File: src/sv/dlts_pkg.sv
// ----------------------------------------------------------------------------
// dlts_pkg
// Shared types and constants for the draft length test-and-hold selector.
// ----------------------------------------------------------------------------
package dlts_pkg;

    localparam int MAX_CANDIDATES = 4;
    localparam int CAND_IDX_W     = 2;
    localparam int CAND_CNT_W     = 3;

    localparam int LEN_W    = 8;
    localparam int FUNC_W   = 2;
    localparam int VUS_W    = 32;
    localparam int TOK_W    = 20;
    localparam int CFG_W    = 16;
    localparam int CFG_IDX_W = 2;

    localparam int SUM_W    = 48;
    localparam int ROUND_W  = 8;
    localparam int HOLD_W   = 20;
    localparam int MULT_W   = 4;
    localparam int BASE_W   = 16;

    // Serial divider geometry.
    localparam int DIV_W      = 48;
    localparam int DVS_W      = 32;
    localparam int DIV_CNT_W  = 6;
    localparam int UTIL_FRAC  = 16;
    localparam logic [DIV_CNT_W-1:0] UTIL_STEPS = 6'd36;
    localparam logic [DIV_CNT_W-1:0] AVG_STEPS  = 6'd48;

    localparam logic [MULT_W-1:0] HOLD_MULT_MAX = 4'd8;

    // Input item function codes.
    localparam logic [FUNC_W-1:0] FUNC_RESTART = 2'd0;
    localparam logic [FUNC_W-1:0] FUNC_VERIFY  = 2'd1;
    localparam logic [FUNC_W-1:0] FUNC_ROUND   = 2'd2;

    // Configuration register indexes.
    localparam logic [CFG_IDX_W-1:0] CFG_ENABLE      = 2'd0;
    localparam logic [CFG_IDX_W-1:0] CFG_DRAFT_CAP   = 2'd1;
    localparam logic [CFG_IDX_W-1:0] CFG_TEST_ROUNDS = 2'd2;
    localparam logic [CFG_IDX_W-1:0] CFG_HOLD_BASE   = 2'd3;

    // Commands from the controller to the datapath.
    typedef struct packed {
        logic load_in;
        logic restart;
        logic verify;
        logic mark;
        logic hold_step;
        logic start_udiv;
        logic acc;
        logic start_adiv;
        logic decide;
        logic load_out;
    } cmd_t;

    // Status from the datapath to the controller.
    typedef struct packed {
        logic [FUNC_W-1:0] func;
        logic              enable;
        logic              time_pending;
        logic              testing;
        logic              rounds_full;
        logic              div_done;
        logic              out_free;
    } status_t;

endpackage

File: src/sv/dlts_div.sv
// ----------------------------------------------------------------------------
// dlts_div
// Restoring serial divider, one quotient bit per cycle.
// ----------------------------------------------------------------------------
module dlts_div (
    input  logic                            clk,
    input  logic                            rst_n,
    input  logic                            start,
    input  logic [dlts_pkg::DIV_CNT_W-1:0]  steps,
    input  logic [dlts_pkg::DIV_W-1:0]      dividend,
    input  logic [dlts_pkg::DVS_W-1:0]      divisor,
    output logic                            done,
    output logic [dlts_pkg::DIV_W-1:0]      quotient
);
    import dlts_pkg::*;

    logic                 busy_reg, busy_next;
    logic [DIV_CNT_W-1:0] cnt_reg, cnt_next;
    logic [DIV_W-1:0]     q_reg, q_next;
    logic [DVS_W-1:0]     rem_reg, rem_next;
    logic [DVS_W-1:0]     dvs_reg, dvs_next;
    logic [DVS_W:0]       rem_sh;
    logic [DVS_W:0]       diff;

    // The dividend is left aligned so that only the useful bits are walked.
    assign rem_sh = {rem_reg, q_reg[DIV_W-1]};
    assign diff   = rem_sh - {1'b0, dvs_reg};
    assign done   = busy_reg && (cnt_reg == '0);
    assign quotient = q_reg;

    always_comb
    begin
        busy_next = busy_reg;
        cnt_next  = cnt_reg;
        q_next    = q_reg;
        rem_next  = rem_reg;
        dvs_next  = dvs_reg;
        if (start)
        begin
            busy_next = 1'b1;
            cnt_next  = steps;
            q_next    = dividend;
            rem_next  = '0;
            dvs_next  = divisor;
        end
        else if (busy_reg)
        begin
            if (cnt_reg == '0)
            begin
                busy_next = 1'b0;
            end
            else
            begin
                cnt_next = cnt_reg - DIV_CNT_W'(1);
                if (!diff[DVS_W])
                begin
                    rem_next = diff[DVS_W-1:0];
                    q_next   = {q_reg[DIV_W-2:0], 1'b1};
                end
                else
                begin
                    rem_next = rem_sh[DVS_W-1:0];
                    q_next   = {q_reg[DIV_W-2:0], 1'b0};
                end
            end
        end
    end

    always_ff @(posedge clk or negedge rst_n)
    begin
        if (!rst_n)
        begin
            busy_reg <= 1'b0;
            cnt_reg  <= '0;
        end
        else
        begin
            busy_reg <= busy_next;
            cnt_reg  <= cnt_next;
        end
    end

    always_ff @(posedge clk)
    begin
        q_reg   <= q_next;
        rem_reg <= rem_next;
        dvs_reg <= dvs_next;
    end

endmodule

File: src/sv/dlts_dp.sv
// ----------------------------------------------------------------------------
// dlts_dp
// Datapath: configuration, selector state, divider and output register.
// ----------------------------------------------------------------------------
module dlts_dp (
    input  logic                              clk,
    input  logic                              rst_n,
    input  logic                              cfg_we,
    input  logic [dlts_pkg::CFG_IDX_W-1:0]    cfg_index,
    input  logic [dlts_pkg::CFG_W-1:0]        cfg_data,
    input  logic [dlts_pkg::FUNC_W-1:0]       func,
    input  logic [dlts_pkg::VUS_W-1:0]        verify_us,
    input  logic [dlts_pkg::TOK_W-1:0]        tokens_total,
    input  dlts_pkg::cmd_t                    cmd,
    output dlts_pkg::status_t                 status,
    input  logic                              out_stall,
    output logic                              out_valid,
    output logic [dlts_pkg::LEN_W-1:0]        draft_len,
    output logic                              in_test
);
    import dlts_pkg::*;

    // Configuration registers.
    logic               enable_reg;
    logic [LEN_W-1:0]   cap_reg;
    logic [ROUND_W-1:0] rounds_cfg_reg;
    logic [BASE_W-1:0]  base_reg;

    // Latched input transaction.
    logic [FUNC_W-1:0]  func_reg;
    logic [VUS_W-1:0]   vus_reg;
    logic [TOK_W-1:0]   tok_reg;

    // Selector state.
    logic [LEN_W-1:0]      cand_reg [MAX_CANDIDATES];
    logic [LEN_W-1:0]      cand_next [MAX_CANDIDATES];
    logic [CAND_CNT_W-1:0] cnt_reg, cnt_next;
    logic                  testing_reg, testing_next;
    logic [CAND_IDX_W-1:0] tidx_reg, tidx_next;
    logic [SUM_W-1:0]      sum_reg, sum_next;
    logic [ROUND_W-1:0]    seen_reg, seen_next;
    logic [HOLD_W-1:0]     hold_reg, hold_next;
    logic [MULT_W-1:0]     mult_reg, mult_next;
    logic [LEN_W-1:0]      best_len_reg, best_len_next;
    logic [SUM_W-1:0]      best_avg_reg, best_avg_next;
    logic                  best_valid_reg, best_valid_next;
    logic [VUS_W-1:0]      ptime_reg, ptime_next;
    logic                  tpend_reg, tpend_next;
    logic [TOK_W-1:0]      mark_reg, mark_next;

    logic                  out_valid_reg, out_valid_next;
    logic [LEN_W-1:0]      out_len_reg;
    logic                  out_test_reg;

    // Divider hookup.
    logic                  div_start;
    logic [DIV_CNT_W-1:0]  div_steps;
    logic [DIV_W-1:0]      div_dividend;
    logic [DVS_W-1:0]      div_divisor;
    logic                  div_done;
    logic [DIV_W-1:0]      div_q;

    logic [TOK_W-1:0]      dtok;
    logic [ROUND_W-1:0]    need;
    logic [LEN_W-1:0]      mid;
    logic [LEN_W-1:0]      cand_sel;
    logic                  better;
    logic [LEN_W-1:0]      win_len;
    logic                  last_cand;
    logic [MULT_W:0]       mult_dbl;
    logic [MULT_W-1:0]     mult_new;
    logic [BASE_W-1:0]     base_eff;
    logic [HOLD_W-1:0]     hold_prod;
    logic [CAND_CNT_W-1:0] cnt_clamp;
    logic [CAND_IDX_W-1:0] last_idx;
    logic [CAND_IDX_W-1:0] cur_idx;
    logic [LEN_W-1:0]      cur_len;

    assign dtok = tok_reg - mark_reg;
    assign need = (rounds_cfg_reg == '0) ? ROUND_W'(1) : rounds_cfg_reg;
    assign mid  = (cap_reg[LEN_W-1:1] < LEN_W'(2)) ? LEN_W'(2)
                                                    : {1'b0, cap_reg[LEN_W-1:1]};

    assign div_start    = cmd.start_udiv | cmd.start_adiv;
    assign div_steps    = cmd.start_udiv ? UTIL_STEPS : AVG_STEPS;
    assign div_dividend = cmd.start_udiv
                        ? {dtok, {(DIV_W-TOK_W){1'b0}}}
                        : sum_reg;
    assign div_divisor  = cmd.start_udiv ? ptime_reg : DVS_W'(seen_reg);

    dlts_div u_div (
        .clk      (clk),
        .rst_n    (rst_n),
        .start    (div_start),
        .steps    (div_steps),
        .dividend (div_dividend),
        .divisor  (div_divisor),
        .done     (div_done),
        .quotient (div_q)
    );

    // End-of-candidate decision terms.
    assign cand_sel  = cand_reg[tidx_reg];
    assign better    = !best_valid_reg || (div_q > best_avg_reg);
    assign win_len   = better ? cand_sel : best_len_reg;
    assign last_cand = (CAND_CNT_W'(tidx_reg) + CAND_CNT_W'(1)) >= cnt_reg;
    assign mult_dbl  = {mult_reg, 1'b0};
    assign mult_new  = (win_len != '0)
                     ? MULT_W'(1)
                     : ((mult_dbl > (MULT_W+1)'(HOLD_MULT_MAX))
                        ? HOLD_MULT_MAX : mult_dbl[MULT_W-1:0]);
    assign base_eff  = (base_reg == '0) ? BASE_W'(1) : base_reg;
    assign hold_prod = HOLD_W'(base_eff) * HOLD_W'(mult_new);

    // Answer selection.
    assign cnt_clamp = (cnt_reg == '0) ? CAND_CNT_W'(1)
                     : ((cnt_reg > CAND_CNT_W'(MAX_CANDIDATES))
                        ? CAND_CNT_W'(MAX_CANDIDATES) : cnt_reg);
    assign last_idx  = CAND_IDX_W'(cnt_clamp - CAND_CNT_W'(1));
    assign cur_idx   = (tidx_reg > last_idx) ? last_idx : tidx_reg;
    assign cur_len   = !enable_reg ? cap_reg
                     : (!testing_reg ? best_len_reg : cand_reg[cur_idx]);

    always_comb
    begin
        for (int i = 0; i < MAX_CANDIDATES; i++)
        begin
            cand_next[i] = cand_reg[i];
        end
        cnt_next        = cnt_reg;
        testing_next    = testing_reg;
        tidx_next       = tidx_reg;
        sum_next        = sum_reg;
        seen_next       = seen_reg;
        hold_next       = hold_reg;
        mult_next       = mult_reg;
        best_len_next   = best_len_reg;
        best_avg_next   = best_avg_reg;
        best_valid_next = best_valid_reg;
        ptime_next      = ptime_reg;
        tpend_next      = tpend_reg;
        mark_next       = mark_reg;

        if (cmd.restart)
        begin
            for (int i = 0; i < MAX_CANDIDATES; i++)
            begin
                cand_next[i] = '0;
            end
            if (cap_reg == LEN_W'(0))
            begin
                cnt_next = CAND_CNT_W'(1);
            end
            else if (cap_reg == LEN_W'(1))
            begin
                cand_next[1] = LEN_W'(1);
                cnt_next     = CAND_CNT_W'(2);
            end
            else if (cap_reg == LEN_W'(2))
            begin
                cand_next[1] = LEN_W'(1);
                cand_next[2] = cap_reg;
                cnt_next     = CAND_CNT_W'(3);
            end
            else
            begin
                cand_next[1] = LEN_W'(1);
                cand_next[2] = mid;
                cand_next[3] = cap_reg;
                cnt_next     = CAND_CNT_W'(4);
            end
            testing_next    = 1'b1;
            tidx_next       = '0;
            sum_next        = '0;
            seen_next       = '0;
            best_avg_next   = '0;
            best_valid_next = 1'b0;
            best_len_next   = cap_reg;
            hold_next       = '0;
            mult_next       = MULT_W'(1);
            tpend_next      = 1'b0;
            ptime_next      = VUS_W'(1);
            mark_next       = '0;
        end

        if (cmd.verify)
        begin
            ptime_next = (vus_reg == '0) ? VUS_W'(1) : vus_reg;
            tpend_next = 1'b1;
        end

        if (cmd.mark)
        begin
            mark_next = tok_reg;
        end

        if (cmd.hold_step)
        begin
            tpend_next = 1'b0;
            mark_next  = tok_reg;
            if (hold_reg <= HOLD_W'(1))
            begin
                // Hold is over: a fresh test phase starts.
                hold_next       = '0;
                testing_next    = 1'b1;
                tidx_next       = '0;
                sum_next        = '0;
                seen_next       = '0;
                best_avg_next   = '0;
                best_valid_next = 1'b0;
                best_len_next   = cap_reg;
            end
            else
            begin
                hold_next = hold_reg - HOLD_W'(1);
            end
        end

        if (cmd.acc)
        begin
            sum_next   = sum_reg + div_q;
            seen_next  = seen_reg + ROUND_W'(1);
            tpend_next = 1'b0;
            mark_next  = tok_reg;
        end

        if (cmd.decide)
        begin
            if (better)
            begin
                best_avg_next   = div_q;
                best_valid_next = 1'b1;
                best_len_next   = cand_sel;
            end
            sum_next  = '0;
            seen_next = '0;
            if (last_cand)
            begin
                testing_next = 1'b0;
                mult_next    = mult_new;
                hold_next    = hold_prod;
                tidx_next    = '0;
            end
            else
            begin
                tidx_next = tidx_reg + CAND_IDX_W'(1);
            end
        end
    end

    assign out_valid_next = cmd.load_out | (out_valid_reg & out_stall);

    always_ff @(posedge clk or negedge rst_n)
    begin
        if (!rst_n)
        begin
            enable_reg     <= 1'b0;
            cap_reg        <= LEN_W'(16);
            rounds_cfg_reg <= ROUND_W'(4);
            base_reg       <= BASE_W'(16);
        end
        else if (cfg_we)
        begin
            case (cfg_index)
                CFG_ENABLE:      enable_reg     <= cfg_data[0];
                CFG_DRAFT_CAP:   cap_reg        <= cfg_data[LEN_W-1:0];
                CFG_TEST_ROUNDS: rounds_cfg_reg <= cfg_data[ROUND_W-1:0];
                CFG_HOLD_BASE:   base_reg       <= cfg_data[BASE_W-1:0];
                default:         ;
            endcase
        end
    end

    always_ff @(posedge clk or negedge rst_n)
    begin
        if (!rst_n)
        begin
            for (int i = 0; i < MAX_CANDIDATES; i++)
            begin
                cand_reg[i] <= '0;
            end
            cnt_reg        <= CAND_CNT_W'(1);
            testing_reg    <= 1'b1;
            tidx_reg       <= '0;
            sum_reg        <= '0;
            seen_reg       <= '0;
            hold_reg       <= '0;
            mult_reg       <= MULT_W'(1);
            best_len_reg   <= LEN_W'(16);
            best_avg_reg   <= '0;
            best_valid_reg <= 1'b0;
            ptime_reg      <= VUS_W'(1);
            tpend_reg      <= 1'b0;
            mark_reg       <= '0;
            out_valid_reg  <= 1'b0;
        end
        else
        begin
            for (int i = 0; i < MAX_CANDIDATES; i++)
            begin
                cand_reg[i] <= cand_next[i];
            end
            cnt_reg        <= cnt_next;
            testing_reg    <= testing_next;
            tidx_reg       <= tidx_next;
            sum_reg        <= sum_next;
            seen_reg       <= seen_next;
            hold_reg       <= hold_next;
            mult_reg       <= mult_next;
            best_len_reg   <= best_len_next;
            best_avg_reg   <= best_avg_next;
            best_valid_reg <= best_valid_next;
            ptime_reg      <= ptime_next;
            tpend_reg      <= tpend_next;
            mark_reg       <= mark_next;
            out_valid_reg  <= out_valid_next;
        end
    end

    always_ff @(posedge clk)
    begin
        if (cmd.load_in)
        begin
            func_reg <= func;
            vus_reg  <= verify_us;
            tok_reg  <= tokens_total;
        end
        if (cmd.load_out)
        begin
            out_len_reg  <= cur_len;
            out_test_reg <= testing_reg;
        end
    end

    assign status.func         = func_reg;
    assign status.enable       = enable_reg;
    assign status.time_pending = tpend_reg;
    assign status.testing      = testing_reg;
    assign status.rounds_full  = seen_reg >= need;
    assign status.div_done     = div_done;
    assign status.out_free     = !out_valid_reg || !out_stall;

    assign out_valid = out_valid_reg;
    assign draft_len = out_len_reg;
    assign in_test   = out_test_reg;

endmodule

File: src/sv/dlts_ctrl.sv
// ----------------------------------------------------------------------------
// dlts_ctrl
// Controller: sequences one transaction through the datapath.
// ----------------------------------------------------------------------------
module dlts_ctrl (
    input  logic              clk,
    input  logic              rst_n,
    input  logic              in_valid,
    output logic              in_stall,
    input  dlts_pkg::status_t status,
    output dlts_pkg::cmd_t    cmd
);
    import dlts_pkg::*;

    localparam logic [2:0] S_IDLE   = 3'd0;
    localparam logic [2:0] S_DECODE = 3'd1;
    localparam logic [2:0] S_UDIV   = 3'd2;
    localparam logic [2:0] S_CHECK  = 3'd3;
    localparam logic [2:0] S_ADIV   = 3'd4;
    localparam logic [2:0] S_FIN    = 3'd5;

    logic [2:0] state_reg, state_next;

    assign in_stall = (state_reg != S_IDLE);

    always_comb
    begin
        cmd        = '0;
        state_next = state_reg;
        case (state_reg)
            S_IDLE:
            begin
                if (in_valid)
                begin
                    cmd.load_in = 1'b1;
                    state_next  = S_DECODE;
                end
            end
            S_DECODE:
            begin
                state_next = S_FIN;
                case (status.func)
                    FUNC_RESTART: cmd.restart = 1'b1;
                    FUNC_VERIFY:  cmd.verify  = status.enable;
                    FUNC_ROUND:
                    begin
                        if (!status.enable || !status.time_pending)
                        begin
                            cmd.mark = 1'b1;
                        end
                        else if (status.testing)
                        begin
                            cmd.start_udiv = 1'b1;
                            state_next     = S_UDIV;
                        end
                        else
                        begin
                            cmd.hold_step = 1'b1;
                        end
                    end
                    default: ;
                endcase
            end
            S_UDIV:
            begin
                if (status.div_done)
                begin
                    cmd.acc    = 1'b1;
                    state_next = S_CHECK;
                end
            end
            S_CHECK:
            begin
                if (status.rounds_full)
                begin
                    cmd.start_adiv = 1'b1;
                    state_next     = S_ADIV;
                end
                else
                begin
                    state_next = S_FIN;
                end
            end
            S_ADIV:
            begin
                if (status.div_done)
                begin
                    cmd.decide = 1'b1;
                    state_next = S_FIN;
                end
            end
            S_FIN:
            begin
                if (status.out_free)
                begin
                    cmd.load_out = 1'b1;
                    state_next   = S_IDLE;
                end
            end
            default:
            begin
                state_next = S_IDLE;
            end
        endcase
    end

    always_ff @(posedge clk or negedge rst_n)
    begin
        if (!rst_n)
        begin
            state_reg <= S_IDLE;
        end
        else
        begin
            state_reg <= state_next;
        end
    end

endmodule

File: src/sv/draft_length_test_and_hold_selector_unit.sv
// ----------------------------------------------------------------------------
// draft_length_test_and_hold_selector_unit
// Chooses the speculative draft length by alternating test and hold phases.
// ----------------------------------------------------------------------------
// Every input transaction yields exactly one output transaction carrying the
// draft length for the next round and the test-phase flag. Transactions are
// handled one at a time: a restart, a verify-time report, a round that only
// moves the token mark, a hold round and an unknown code each pass from
// decode to the final state, which loads the output register and returns
// to idle, where the next transaction can be accepted. A measured test round
// runs the shared serial divider for the utility, 36 quotient bits at one bit
// per cycle, and then loads the output register; the round that closes a
// candidate first runs the divider a second time for the 48-bit mean. The
// output register must be free to be loaded; while a result is stalled the
// controller waits in its final state until the register empties.
// The output register lets the next transaction be accepted while the
// previous result is still stalled.
// Configuration registers are written through cfg_we, cfg_index and
// cfg_data, and must only be written while the block is idle.
// ----------------------------------------------------------------------------
module draft_length_test_and_hold_selector_unit (
    input  logic                              clk,
    input  logic                              rst_n,

    // Configuration write port.
    input  logic                              cfg_we,
    input  logic [dlts_pkg::CFG_IDX_W-1:0]    cfg_index,
    input  logic [dlts_pkg::CFG_W-1:0]        cfg_data,

    // Input channel.
    input  logic                              in_valid,
    output logic                              in_stall,
    input  logic [dlts_pkg::FUNC_W-1:0]       func,
    input  logic [dlts_pkg::VUS_W-1:0]        verify_us,
    input  logic [dlts_pkg::TOK_W-1:0]        tokens_total,

    // Output channel.
    output logic                              out_valid,
    input  logic                              out_stall,
    output logic [dlts_pkg::LEN_W-1:0]        draft_len,
    output logic                              in_test
);
    import dlts_pkg::*;

    cmd_t    cmd;
    status_t status;

    // The controller walks each transaction through decode, the optional
    // utility and mean divisions, and the final load of the output register.
    dlts_ctrl u_ctrl (
        .clk      (clk),
        .rst_n    (rst_n),
        .in_valid (in_valid),
        .in_stall (in_stall),
        .status   (status),
        .cmd      (cmd)
    );

    // The datapath holds the configuration, the candidate list, the
    // measurement and hold state, the serial divider and the output register.
    dlts_dp u_dp (
        .clk          (clk),
        .rst_n        (rst_n),
        .cfg_we       (cfg_we),
        .cfg_index    (cfg_index),
        .cfg_data     (cfg_data),
        .func         (func),
        .verify_us    (verify_us),
        .tokens_total (tokens_total),
        .cmd          (cmd),
        .status       (status),
        .out_stall    (out_stall),
        .out_valid    (out_valid),
        .draft_len    (draft_len),
        .in_test      (in_test)
    );

endmodule

File: config.mk
export PLATFORM = sky130hd
export DESIGN_NAME = draft_length_test_and_hold_selector_unit
export DESIGN_NICKNAME = d
export VERILOG_FILES = /design/src/sv/dlts_pkg.sv /design/src/sv/dlts_div.sv /design/src/sv/dlts_dp.sv /design/src/sv/dlts_ctrl.sv /design/src/sv/draft_length_test_and_hold_selector_unit.sv
export SDC_FILE = /design/constraint.sdc
export NUM_CORES = 1
export LEC_CHECK = 0
export BUFFER_PORTS_ARGS = -buffer_cell sky130_fd_sc_hd__clkbuf_2
export CELL_PAD_IN_SITES_DETAIL_PLACEMENT = 0
export CELL_PAD_IN_SITES_GLOBAL_PLACEMENT = 1
export CORE_MARGIN = 4
export CORE_UTILIZATION = 45
export CTS_CLUSTER_DIAMETER = 200
export DETAILED_ROUTE_END_ITERATION = 12
export HOLD_SLACK_MARGIN = 0.15
export PLACE_DENSITY = 0.78
export SYNTH_ARGS = -nofsm -noshare
export SYNTH_HDL_FRONTEND = slang
export SYNTH_SLANG_ARGS = --single-unit
export TNS_END_PERCENT = 1
File: constraint.sdc
create_clock -name clk -period 5.8 [get_ports clk]
set_input_delay 0.29 -clock clk [delete_from_list [all_inputs] [get_ports clk]]
set_output_delay 0.29 -clock clk [all_outputs]
set_load 0.1 [all_outputs]
# Yosys cells after proc, flatten, opt, wreduce, memory -nomap -nowiden
# Cells that the tools add are included.
[word_totals]
regBits = 439
latchBits = 0
ram_bits = 0
mem_bits_ro = 0
inputBits = 77
output_inout_bits = 11
wordCells = 225
memories = 0
[op_classes]
add_sub_neg = 9
mul = 1
div_mod_pow = 0
n_lt_le_gt_ge = 10
n_eq_ne = 17
shift = 0
n_mux = 118
bitwise = 6
reduce_logical = 31
[ops]
columns = ["op", "n"]
rows = [
  ["48-bit 2-to-1 mux", 14],
  ["20-bit 2-to-1 mux", 9],
  ["8-bit 2-to-1 mux", 21],
  ["32-bit 2-to-1 mux", 4],
  ["48-bit adder", 1],
  ["48-bit > comparator", 1],
  ["1-bit 2-to-1 mux", 33],
  ["3-bit 2-to-1 mux", 11],
  ["33-bit by 32-bit subtractor with 33-bit output", 1],
  ["8-bit binary-select mux with 2-bit select", 2],
  ["32-bit zero test", 1],
  ["16-bit 2-to-1 mux", 2],
  ["24-bit 2-to-1 mux", 1],
  ["20-bit by 1-bit <= comparator with 1-bit output, second input constant", 1],
  ["16-bit by 4-bit multiplier with 20-bit output", 1],
  ["4-bit 2-to-1 mux", 5],
  ["20-bit by 1-bit subtractor with 20-bit output, second input constant", 1],
  ["20-bit subtractor", 1],
  ["2-bit 2-to-1 mux", 9],
  ["6-bit 2-to-1 mux", 3],
  ["3-bit one-hot mux with 6 select lines", 1],
  ["16-bit zero test", 1],
  ["8-bit zero test", 2],
  ["2-bit AND reduction", 6],
  ["38 further kinds", 60],
]

# Longest topological paths before layout
[depth]
word_depth = 12
ltp_mapped = 29
depth_no_buf = 27

# Cells and area by module
# A second synthesis with hierarchy kept.
[hier_totals]
cells_unflattened = 2898
area_unflattened_um2 = 27647.8
[by_module_without_submodules]
columns = ["mod", "n_inst", "cells_each", "area_per_inst_um2", "seq_area_each_um2"]
rows = [
  ["dlts_dp", 1, 2247, 20634.8, 8082.8],
  ["dlts_div", 1, 612, 6707.7, 3218.1],
  ["dlts_ctrl", 1, 39, 305.3, 75.1],
]

# Worst setup path after synthesis
# Ideal clock, no wire load.
[synth_timing]
path_type = "reg2reg"
startpoint = "register u_dp.u_div.q_reg[41] (netlist: u_dp.u_div.quotient[41])"
endpoint = "register u_dp.hold_reg[18]"
setup_time_ns = 0.077
arrival_time_ns = 5.881
path_slack_ns = -0.158
stages_incl_launch_ff = 29
n_path_buf = 2
path_cell_list = "edfxtp_1 > ha_1 > a21o_1 > a21o_1 > a21o_1 > a21o_1 > a211oi_1 > o22ai_1 > o21bai_1 > nand2_1 > mux2i_1 > clkbuf_1 > buf_2 > nand3_1 > fa_1 > inv_1 > fa_1 > inv_1 > fa_1 > nor2b_1 > o21ai_0 > a21boi_0 > o21ai_0 > a211oi_1 > nor3_1 > nor2_1 > a41oi_1 > xor2_1 > a21oi_1"
[synth_via]
elab_chain_cells = 8
[synth_rtl]
columns = ["element", "line", "rtl"]
rows = [
  ["start: declaration", "dlts_div.sv:19", "logic [DIV_W-1:0] q_reg, q_next;"],
  ["start signal: assignment", "dlts_div.sv:85", "q_reg <= q_next;"],
  ["48-bit > comparator", "dlts_dp.sv:104", "assign better = !best_valid_reg || (div_q > best_avg_reg);"],
  ["1-bit logical OR", "dlts_dp.sv:104", ""],
  ["8-bit 2-to-1 mux", "dlts_dp.sv:105", "assign win_len = better ? cand_sel : best_len_reg;"],
  ["8-bit nonzero test", "dlts_dp.sv:108", "assign mult_new = (win_len != '0)"],
  ["4-bit 2-to-1 mux", "dlts_dp.sv:109", "? MULT_W'(1)"],
  ["16-bit by 4-bit multiplier with 20-bit output", "dlts_dp.sv:113", "assign hold_prod = HOLD_W'(base_eff) * HOLD_W'(mult_new);"],
  ["20-bit 2-to-1 mux", "dlts_dp.sv:237", "if (last_cand)"],
  ["20-bit 2-to-1 mux", "dlts_dp.sv:227", "if (cmd.decide)"],
  ["via u_dp.hold_next[18]", "dlts_dp.sv:42", "logic [HOLD_W-1:0] hold_reg, hold_next;"],
  ["end signal: assignment", "dlts_dp.sv:308", "hold_reg <= hold_next;"],
  ["end: declaration", "dlts_dp.sv:42", ""],
]
# The timed path passes the listed nets, and every way through them passes these cells.
# A chain may end at the register's enable or synchronous reset.

# Final worst setup path
[layout_timing]
startpoint = "register u_dp.u_div.q_reg[39] (netlist: u_dp.u_div.quotient[39])"
endpoint = "register u_dp.hold_reg[16]"
# Same word-level chain as after synthesis.

==> results.cfg <==
[run_status]
status = finished with violations
violations = setup timing

[detailed_routing]
drc_errors = 0
drt-pass1-iter-count = 5
ant_nets = 0
post_drt_wl_per_cell_um = 17.5
vias_per_cell = 5.58
totalWireLength_mm = 68.2
drtIter0Drc = 1640
vias = 21700

[sta]
relSlewSlack_pct = 16.8
period_needed_ps = 5850
clock-skew-final_ps = 32.4
hold_ws_ps = 220
tightest_slew_ps = 1250
hold_violations = 0
fmax_mhz = 171
rsz0062_at_grt = true
worst_slack_ps = -46.0
finalCritPeriodShare_pct = 101
slew_viol_final = 0
setup_viol = 4

[global_routing]
grt_pass1_wl_mm = 113
grt_pass1_vias = 21700
overflow = 0
grt_start_max_net_pins = 138
antenna_found_initial = 2
grtUsageTotal_pct = 21.4

[yosys]
syn-num-nets = 3166
synth_top_cells_by_count = 394 x nand2_1, 249 x dfrtp_1, 223 x inv_1
synth.top_cell.area_share_pct = 23.4
yosysTopAreaCell = dfrtp_1
syn_inst = 2869
yosysSeqAreaShare_pct = 42.7
ys_types = 81
synth_edf_count = 143
synth.ff_latch_count = 432
syn_area_um2 = 26700
syn_area_per_cell_um2 = 9.29
ys.warnings.count = 0
synth-async-reset-ratio_pct = 59.5
synth.most_common_cell = nand2_1
ys.flop_type = dfrtp_1
yosys-top-cells-area = dfrtp_1 23%, edfxtp_1 16%, ha_1 8.9%

[worst_setup_path]
crit_buf_inv = 2
critPathMaxStageDelay_ps = 550
path_class = flop to flop
crit_family = adder cells
cp.arrival_ps = 6350
cpMaxStageDelayCell = fa_1
cp.required_ps = 6310
crit_fanout = 6
end_kind = flop
start_kind = flop

[power_and_ir_drop]
p_leak_nw = 14.0
power.density_nw_per_um2 = 369
vdd_drop_max_v = 0.000314

[place]
portBuffers = 87
gp_congestion = 0.861
place.detailed.hpwl_mm = 46.3

[min_path]
hold_path_class = input pin to flop

[layout]
nets = 3380
diodes = 0
syn_to_final_growth_pct = 17.5
fin_util_pct = 53.9
fill_cells = 5239
drive_gt1_share_pct = 13.9

[die]
coreArea_um2 = 58100
start_util_pct = 45.9
io_pins = 88
die_h_um = 251
die_area_um2 = 63200
die_w_um = 251
core.rowCount = 88

[clock_tree]
h-tree-depth = 2
cts_buffers = 50
root_buffer = clkbuf_16
clockBufferDepth = 3
clk_pin_slew_worst_paths_ps = 60
cts_tree = built
worstSkewPairLatency_ps = 610
cts_sinks = 432

[flow_run]
cap_violations = 0
-- report_power, final --
group	leakage, nW	internal (W)	switching (W)
combinational	8.17	0.00167	0.00236
clock	0.828	0.00199	0.00134
sequential	5.03	0.00376	0.000440
-- worst paths after layout --
path	from	to	slack, ps	cells past startpoint
min	in_valid	u_ctrl.state_reg[0]	220	3
min reg2reg	u_dp.u_div.rem_reg[14]	u_dp.u_div.rem_reg[14]	470	2
max reg2reg	u_dp.u_div.quotient[39]	u_dp.hold_reg[16]	-50	26
min in group asynchronous	rst_n	u_dp.sum_reg[24]	420	2
max in group asynchronous	rst_n	u_dp.hold_reg[1]	4010	3
max	u_dp.u_div.quotient[39]	u_dp.hold_reg[16]	-50	26
-- repair_timing --
| item | in CTS | in global routing |
|---|---|---|
| endpoints found under the setup margin | 11 | 12 |
| hold endpoints to repair | 208 | 0 |
| gates cloned | 1 | 0 |
| hold buffers | 75 | 0 |
| pin swaps | 34 | 19 |
| setup buffers | 8 | 8 |
| resized for setup | 30 | 9 |
-- cell families (layout without fill, tap and decap cells) --
| logic type | count (synthesis) | count (layout) | synth area share, % |
|---|---|---|---|
| compound gates | 755 | 755 | 17.9 |
| xor+xnor | 99 | 99 | 3.25 |
| fa+ha+maj | 220 | 220 | 11.2 |
| buf+inv | 360 | 615 | 5.16 |
| flops | 432 | 432 | 42.7 |
| mux | 84 | 85 | 3.36 |
| simple gates | 919 | 919 | 16.5 |
-- routing by layer --
layer  share of wire, %  global-route usage, %  vias up
li1                   -                      -    10700
met1                 48                   31.2    10500
met2                 45                   34.2      459
met3                4.1                   2.44      106
met4                2.2                   5.94        2
met5              0.028                      0        -
-- layout make-up --
class	count	area (µm²)	share of cell area (%)
repair buffers	298	2240	7.15
flip-flops and latches	432	11400	36.3
well taps	765	957	3.05
multi-input cells	2078	14200	45.3
inverters	223	837	2.67
clock buffers	63	1320	4.22
clock inverters	31	413	1.32
-- cell usage in the layout, fill, tap and decap left out, types with 43 or more instances in the layout --
cell	count
dfrtp_1	249
nand2_1	393
ha_1	185
buf_4	132
nor3_1	43
inv_1	222
edfxtp_1	143
o21ai_0	215
dlygate4sd3_1	75
a21oi_1	171
xnor2_1	52
nand3_1	57
nor2_1	145
clkbuf_2	86
a21o_1	74
clkbuf_16	51
xor2_1	46
-- stage by stage --
step                area, µm²  setup TNS [ps]  setup WS (ps)  total power (W)  instances
floorplan               26700               0           4.02          0.00704       2869
global placement        28500           -3120           -551          0.00805       3704
detailed placement      28500           -3910           -597          0.00815       3704
CTS                     31200            -140          -48.9           0.0116       3882
global route            31300           -2740           -412           0.0123       3890
finish                  31300            -136          -46.0           0.0116       3890
-- tightest hold or removal path: cells and delay by family --
family / cells / cell delay, ps
AOI/OAI and AO/OA: 2 / 290
buffers and inverters: 1 / 180
Note: power is estimated with default switching activity, not from simulation.
